## config.mk

```make
export PLATFORM = sky130hd
export DESIGN_NAME = lzwbp_ctrl
export DESIGN_NICKNAME = d
export VERILOG_FILES = /design/src/design/lzwbp_pkg.sv /design/src/design/lzwbp_ctrl.sv
export SDC_FILE = /design/constraint.sdc
export NUM_CORES = 1
export LEC_CHECK = 0
export BUFFER_PORTS_ARGS = -buffer_cell sky130_fd_sc_hd__buf_2
export CELL_PAD_IN_SITES_DETAIL_PLACEMENT = 1
export CELL_PAD_IN_SITES_GLOBAL_PLACEMENT = 2
export CORE_MARGIN = 4
export CORE_UTILIZATION = 30
export CTS_CLUSTER_DIAMETER = 60
export DETAILED_ROUTE_END_ITERATION = 8
export PLACE_DENSITY_LB_ADDON = 0.1
export SLEW_MARGIN = 25
export SYNTH_ARGS = -nofsm -noshare
export SYNTH_HDL_FRONTEND = slang
export SYNTH_SLANG_ARGS = --single-unit
```

## constraint.sdc

```tcl
create_clock -name clk -period 2.2 [get_ports clk]
set_clock_uncertainty 0.2 [all_clocks]
set_input_delay 0.33 -clock clk [delete_from_list [all_inputs] [get_ports clk]]
set_output_delay 0.33 -clock clk [all_outputs]
set_load 0.03 [all_outputs]
```

## src/design/lzwbp_pkg.sv

```systemverilog
package lzwbp_pkg;

    localparam int DICT_ENTRIES_DEF = 4096;
    localparam int HASH_SLOTS_DEF   = 8192;   // must be a power of two

    localparam int MAX_RESULTS = 16;
    localparam int RES_CNT_W   = 5;
    localparam int RES_IDX_W   = 4;
    localparam int CHAR_W      = 16;
    localparam int SYM_W       = 16;
    localparam int BPS_W       = 5;
    localparam int POS_W       = 5;
    localparam int CW_W        = 4;
    localparam int CD_W        = 16;
    localparam int SHCNT_W     = 5;

    localparam logic [BPS_W-1:0]   BPS_RESET  = 5'd16;
    localparam logic [BPS_W-1:0]   BPS_MAX    = 5'd16;
    localparam logic [CW_W-1:0]    CW_RESET   = 4'd2;
    localparam logic [CW_W-1:0]    CW_MAX     = 4'd15;
    localparam logic [CD_W-1:0]    CD_RESET   = 16'd2;
    localparam logic [CHAR_W-1:0]  END_CODE   = 16'd2;
    localparam logic [CHAR_W-1:0]  MARK_SHORT = 16'd0;
    localparam logic [CHAR_W-1:0]  MARK_LONG  = 16'd1;
    localparam logic [CHAR_W-1:0]  CHAR_LIMIT = 16'd256;
    localparam logic [SHCNT_W-1:0] SHORT_BITS = 5'd8;
    localparam logic [SHCNT_W-1:0] LONG_BITS  = 5'd16;
    localparam int                 FIRST_CODE = 3;

    localparam logic [15:0] HASH_MUL_PREFIX = 16'd40503;
    localparam logic [21:0] HASH_MUL_CHAR   = 22'd2654435;

    typedef enum logic [4:0] {
        S_CLEAR,
        S_IDLE,
        S_HMUL,
        S_HADD,
        S_PROBE,
        S_CHECK,
        S_PHRASE,
        S_EMIT_RD,
        S_EMIT_DEC,
        S_SHIFT,
        S_LIT_CHAR,
        S_EN_LIT,
        S_EN_LAST,
        S_ALLOC,
        S_TAIL,
        S_END,
        S_PAD,
        S_DRAIN
    } ctrl_state_t;

    typedef enum logic [4:0] {
        OP_NONE,
        OP_TAKE,
        OP_HMUL,
        OP_HADD,
        OP_PROBE,
        OP_CHECK,
        OP_PHRASE,
        OP_EMIT_RD,
        OP_EMIT_DEC,
        OP_SHIFT,
        OP_LIT_CHAR,
        OP_EN_LIT,
        OP_EN_LAST,
        OP_ALLOC,
        OP_END,
        OP_PAD,
        OP_DRAIN,
        OP_CLEAR
    } dp_op_t;

    typedef struct packed {
        dp_op_t op;
        logic   phase2;
    } dp_cmd_t;

    typedef struct packed {
        logic hit;
        logic miss_end;
        logic present;
        logic phrase_zero;
        logic pend;
        logic shift_done;
        logic pad_done;
        logic drain_done;
        logic clear_done;
        logic last_item;
    } dp_status_t;

endpackage

```

## src/design/lzwbp_ctrl.sv

```systemverilog
module lzwbp_ctrl (
    input  logic                  clk,
    input  logic                  rst_n,
    input  logic                  in_valid,
    output logic                  in_stall,
    input  lzwbp_pkg::dp_status_t status,
    output lzwbp_pkg::dp_cmd_t    cmd
);

    lzwbp_pkg::ctrl_state_t state_reg, state_next;
    lzwbp_pkg::ctrl_state_t ret_reg, ret_next;
    logic                   flush_reg, flush_next;
    logic                   phase2_reg, phase2_next;

    always_comb
    begin
        state_next  = state_reg;
        ret_next    = ret_reg;
        flush_next  = flush_reg;
        phase2_next = phase2_reg;
        case (state_reg)
            lzwbp_pkg::S_CLEAR:
            begin
                if (status.clear_done)
                begin
                    state_next = lzwbp_pkg::S_IDLE;
                end
            end
            lzwbp_pkg::S_IDLE:
            begin
                if (in_valid)
                begin
                    state_next  = lzwbp_pkg::S_HMUL;
                    phase2_next = 1'b0;
                    flush_next  = 1'b0;
                end
            end
            lzwbp_pkg::S_HMUL:  state_next = lzwbp_pkg::S_HADD;
            lzwbp_pkg::S_HADD:  state_next = lzwbp_pkg::S_PROBE;
            lzwbp_pkg::S_PROBE: state_next = lzwbp_pkg::S_CHECK;
            lzwbp_pkg::S_CHECK:
            begin
                if (status.hit)
                begin
                    state_next = phase2_reg ? lzwbp_pkg::S_TAIL : lzwbp_pkg::S_PHRASE;
                end
                else if (status.miss_end)
                begin
                    state_next = phase2_reg ? lzwbp_pkg::S_EMIT_RD : lzwbp_pkg::S_PHRASE;
                end
                else
                begin
                    state_next = lzwbp_pkg::S_PROBE;
                end
            end
            lzwbp_pkg::S_PHRASE:
            begin
                if (!status.present)
                begin
                    state_next = lzwbp_pkg::S_TAIL;
                end
                else if (status.phrase_zero)
                begin
                    state_next = lzwbp_pkg::S_EMIT_RD;
                end
                else
                begin
                    phase2_next = 1'b1;
                    state_next  = lzwbp_pkg::S_HMUL;
                end
            end
            lzwbp_pkg::S_EMIT_RD: state_next = lzwbp_pkg::S_EMIT_DEC;
            lzwbp_pkg::S_EMIT_DEC:
            begin
                ret_next   = status.pend ? lzwbp_pkg::S_LIT_CHAR : lzwbp_pkg::S_EN_LAST;
                state_next = lzwbp_pkg::S_SHIFT;
            end
            lzwbp_pkg::S_SHIFT:
            begin
                if (status.shift_done)
                begin
                    state_next = ret_reg;
                end
            end
            lzwbp_pkg::S_LIT_CHAR:
            begin
                ret_next   = lzwbp_pkg::S_EN_LIT;
                state_next = lzwbp_pkg::S_SHIFT;
            end
            lzwbp_pkg::S_EN_LIT: state_next = lzwbp_pkg::S_EN_LAST;
            lzwbp_pkg::S_EN_LAST:
            begin
                state_next = flush_reg ? lzwbp_pkg::S_END : lzwbp_pkg::S_ALLOC;
            end
            lzwbp_pkg::S_ALLOC: state_next = lzwbp_pkg::S_TAIL;
            lzwbp_pkg::S_TAIL:
            begin
                if (status.last_item)
                begin
                    flush_next = 1'b1;
                    state_next = lzwbp_pkg::S_EMIT_RD;
                end
                else
                begin
                    state_next = lzwbp_pkg::S_DRAIN;
                end
            end
            lzwbp_pkg::S_END:
            begin
                ret_next   = lzwbp_pkg::S_PAD;
                state_next = lzwbp_pkg::S_SHIFT;
            end
            lzwbp_pkg::S_PAD:
            begin
                if (status.pad_done)
                begin
                    state_next = lzwbp_pkg::S_DRAIN;
                end
            end
            lzwbp_pkg::S_DRAIN:
            begin
                if (status.drain_done)
                begin
                    state_next = status.last_item ? lzwbp_pkg::S_CLEAR : lzwbp_pkg::S_IDLE;
                end
            end
            default: state_next = lzwbp_pkg::S_IDLE;
        endcase
    end

    always_comb
    begin
        cmd.phase2 = phase2_reg;
        in_stall   = (state_reg != lzwbp_pkg::S_IDLE);
        case (state_reg)
            lzwbp_pkg::S_CLEAR:    cmd.op = lzwbp_pkg::OP_CLEAR;
            lzwbp_pkg::S_IDLE:     cmd.op = in_valid ? lzwbp_pkg::OP_TAKE : lzwbp_pkg::OP_NONE;
            lzwbp_pkg::S_HMUL:     cmd.op = lzwbp_pkg::OP_HMUL;
            lzwbp_pkg::S_HADD:     cmd.op = lzwbp_pkg::OP_HADD;
            lzwbp_pkg::S_PROBE:    cmd.op = lzwbp_pkg::OP_PROBE;
            lzwbp_pkg::S_CHECK:    cmd.op = lzwbp_pkg::OP_CHECK;
            lzwbp_pkg::S_PHRASE:   cmd.op = lzwbp_pkg::OP_PHRASE;
            lzwbp_pkg::S_EMIT_RD:  cmd.op = lzwbp_pkg::OP_EMIT_RD;
            lzwbp_pkg::S_EMIT_DEC: cmd.op = lzwbp_pkg::OP_EMIT_DEC;
            lzwbp_pkg::S_SHIFT:    cmd.op = lzwbp_pkg::OP_SHIFT;
            lzwbp_pkg::S_LIT_CHAR: cmd.op = lzwbp_pkg::OP_LIT_CHAR;
            lzwbp_pkg::S_EN_LIT:   cmd.op = lzwbp_pkg::OP_EN_LIT;
            lzwbp_pkg::S_EN_LAST:  cmd.op = lzwbp_pkg::OP_EN_LAST;
            lzwbp_pkg::S_ALLOC:    cmd.op = lzwbp_pkg::OP_ALLOC;
            lzwbp_pkg::S_END:      cmd.op = lzwbp_pkg::OP_END;
            lzwbp_pkg::S_PAD:      cmd.op = lzwbp_pkg::OP_PAD;
            lzwbp_pkg::S_DRAIN:    cmd.op = lzwbp_pkg::OP_DRAIN;
            default:               cmd.op = lzwbp_pkg::OP_NONE;
        endcase
    end

    always_ff @(posedge clk or negedge rst_n)
    begin
        if (!rst_n)
        begin
            state_reg  <= lzwbp_pkg::S_CLEAR;
            ret_reg    <= lzwbp_pkg::S_IDLE;
            flush_reg  <= 1'b0;
            phase2_reg <= 1'b0;
        end
        else
        begin
            state_reg  <= state_next;
            ret_reg    <= ret_next;
            flush_reg  <= flush_next;
            phase2_reg <= phase2_next;
        end
    end

endmodule

```

==> flow_summary.ini <==
[run_status]
status = completed

[yosys]
syn-num-nets = 153
synth_area_um2 = 1010
ys_seq_area_share_pct = 29.9
synth.distinct_cells = 39
ys_ff_latch = 12
yosys_warnings = 0
syn_area_per_cell_um2 = 7.21
synth_edf_count = 0
synth-main-ff-cell = dfrtp_1
async_reset_ff_share_pct = 100
syn_inst = 140

[final_layout]
regArea_um2 = 308
fillers = 414
drive_gt1_share_pct = 31.4
finalNonFillerCells = 213
final_common_cell = buf_4
area_growth_syn_to_layout_pct = 29.4
antenna_cells = 0
fin_util_pct = 41.8
design_area_um2 = 1310
final_cell_mix = 17 x buf_4, 16 x nor2_1, 15 x a21oi_1, 15 x buf_2, 13 x nand2_1
multi_input_area_um2 = 634
final_nets = 183

[cts]
clock_sink_count = 12
cts_buffers = 3
insertion_delay_ns = 0.27
clockBufferDepth = 2
tritoncts = done
cts_max_level = 1
clkTransAtPathRegs_ns = 0.08
cts_root_buf = clkbuf_4

[timing]
fin_tns_setup_ns = 0
rsz0062_at_grt = true
worst_slack_ns = 0.0844
whs_ns = 0.143
finalHoldViolCount = 0
fin_crit_sh_pct = 96.2
relSlewSlack_pct = 71.8
setup_viol = 0
clock.fmax_mhz = 473
worst_slew_pin_slew_ns = 0.419
period_minus_slack_ns = 2.12
timing_max_transition_violations_final = 0

[die]
rows = 20
io_pins = 20
die_h_um = 66.0
die_area_um2 = 4360
design.core.area_um2 = 3130
start_util_pct = 32.3
fp.dieW_um = 66.0

[setup_path]
cpPeakStageDelay_ns = 0.45
rr_endpoint = state_reg[2]$_DFFE_PN0P_
arrival_ns = 1.59
crit_chain = buf_4, nor3b_1, buf_4, nand2_1, buf_2
critPathCaptureType = output pin
reg2reg_depth = 6
cp_common_cell = buf_4
worstSetupPathType = reg -> out
path_max_fanout = 11
start_kind = register
reg2reg_from = state_reg[4]$_DFFE_PN0P_
slowest_stage = dfrtp_2
rrSetupSlack_ns = 0.18
cp.required_ns = 1.67

[worst_hold_path]
hp-class = in -> reg
hold_start = status[7]
min_to = phase2_reg$_DFFE_PN0P_
whs_path_depth = 2

[grt]
grt_pass1_wl_mm = 5.89
antenna_found_initial = 0
grt_pass1_vias = 1193
grt_max_degree = 13
track_usage_pct = 17.5
gr-total-overflow = 0

[drt]
drt-initial-drc-count = 76
first_pass_iters = 4
vias_per_cell = 5.30
avgRoutedWirePerCell_um = 16.7
postRouteAntennaNets = 0
vias = 1128
finalWirelength_mm = 3.55
drc_errors = 0

[placed_design]
place_inst = 204
dp_slack_ns = 0.175
portBuffers = 19
place_congestion = 0.880
detailed_place.area_um2 = 1200
hpwlAfterDp_mm = 2.74

[pwr]
ir_drop_uv = 521
p_leak_nw = 0.551
power_density_nw_per_um2 = 1320
total_power_mw = 1.72

[run]
max_cap_violations = 0
metal layers:
layer / track usage, % / part of all wire (%) / vias to the layer above
met2: 31.5 / 49 / 15
met3: 2.72 / 3.2 / 2
li1: - / - / 556
met1: 21.8 / 47 / 555
met4: 3.55 / 0.34 / 0
met5: 0 / 0 / -
Yosys cell counts, types with 2 or more instances:
| library cell | number | area share (%) |
|---|---|---|
| clkbuf_1 | 4 | 1.5 |
| dfrtp_1 | 11 | 27 |
| a21boi_0 | 2 | 1.5 |
| nor4_1 | 3 | 1.9 |
| buf_4 | 2 | 1.5 |
| inv_1 | 8 | 3.0 |
| nand3_1 | 4 | 2.0 |
| nor3b_1 | 4 | 3.0 |
| nand2_1 | 13 | 4.8 |
| a22oi_1 | 2 | 1.5 |
| nor3_1 | 6 | 3.0 |
| nor2b_1 | 3 | 1.9 |
| buf_2 | 3 | 1.5 |
| nor2_1 | 16 | 5.9 |
| mux2i_1 | 2 | 2.0 |
| buf_1 | 2 | 0.74 |
| nand2b_1 | 3 | 1.9 |
| xor2_1 | 2 | 1.7 |
| a21oi_1 | 15 | 7.4 |
| o22ai_1 | 3 | 1.9 |
| o21ai_0 | 14 | 6.9 |
report_power, final:
group	total, mW	internal, mW	leakage (nW)	switching, mW
sequential	0.355	0.276	0.150	0.0795
combinational	1.19	0.477	0.380	0.708
clock	0.181	0.100	0.0210	0.0811
total	1.72	0.854	0.551	0.869
worst max-delay path: cells and delay by family (launching register included):
kind,cells,cell delay (ns)
buffers and inverters,3,0.56
DFF,1,0.45
and+or+nand+nor,2,0.31
cell families after synthesis:
logic type                Yosys count  share of synthesized area (%)
DFF                                12                           29.9
AOI/OAI and AO/OA                  46                           28.3
buffers and inverters              20                           8.55
xor gates and xnor gates            2                           1.74
and+or+nand+nor                    57                           28.5
muxes                               3                           3.10
how the worst max path moves through the flow:
stage                              from                       end  slack, ns  cells after the start
2_1_floorplan  state_reg[0]$_DFFE_PN0P_                    cmd[1]       0.07                      5
5_1_grt        state_reg[4]$_DFFE_PN0P_                    cmd[2]     -0.004                      5
3_3_place_gp   state_reg[4]$_DFFE_PN0P_                    cmd[3]       0.20                      6
6_report       state_reg[1]$_DFFE_PN0P_                  in_stall       0.08                      5
4_1_cts        state_reg[1]$_DFFE_PN0P_                    cmd[1]     0.0003                      4
3_5_place_dp   state_reg[3]$_DFFE_PN0P_  state_reg[2]$_DFFE_PN0P_       0.18                      5
timing repair:
item                                    4_1_cts  5_1_grt
resized for setup                             6       10
hold buffers                                  1        0
endpoints found under the setup margin        4        4
hold endpoints to repair                     11        0
buffers inserted                              2        2
area by class of cell:
type | instances | share of cell area (%)
tap | 44 | 4.21
inverter | 9 | 2.59
timing repair buffer | 36 | 18.3
clock buffer | 4 | 2.78
multi-input combinational | 108 | 48.6
sequential | 12 | 23.6
(Power assumes the default switching activity.)
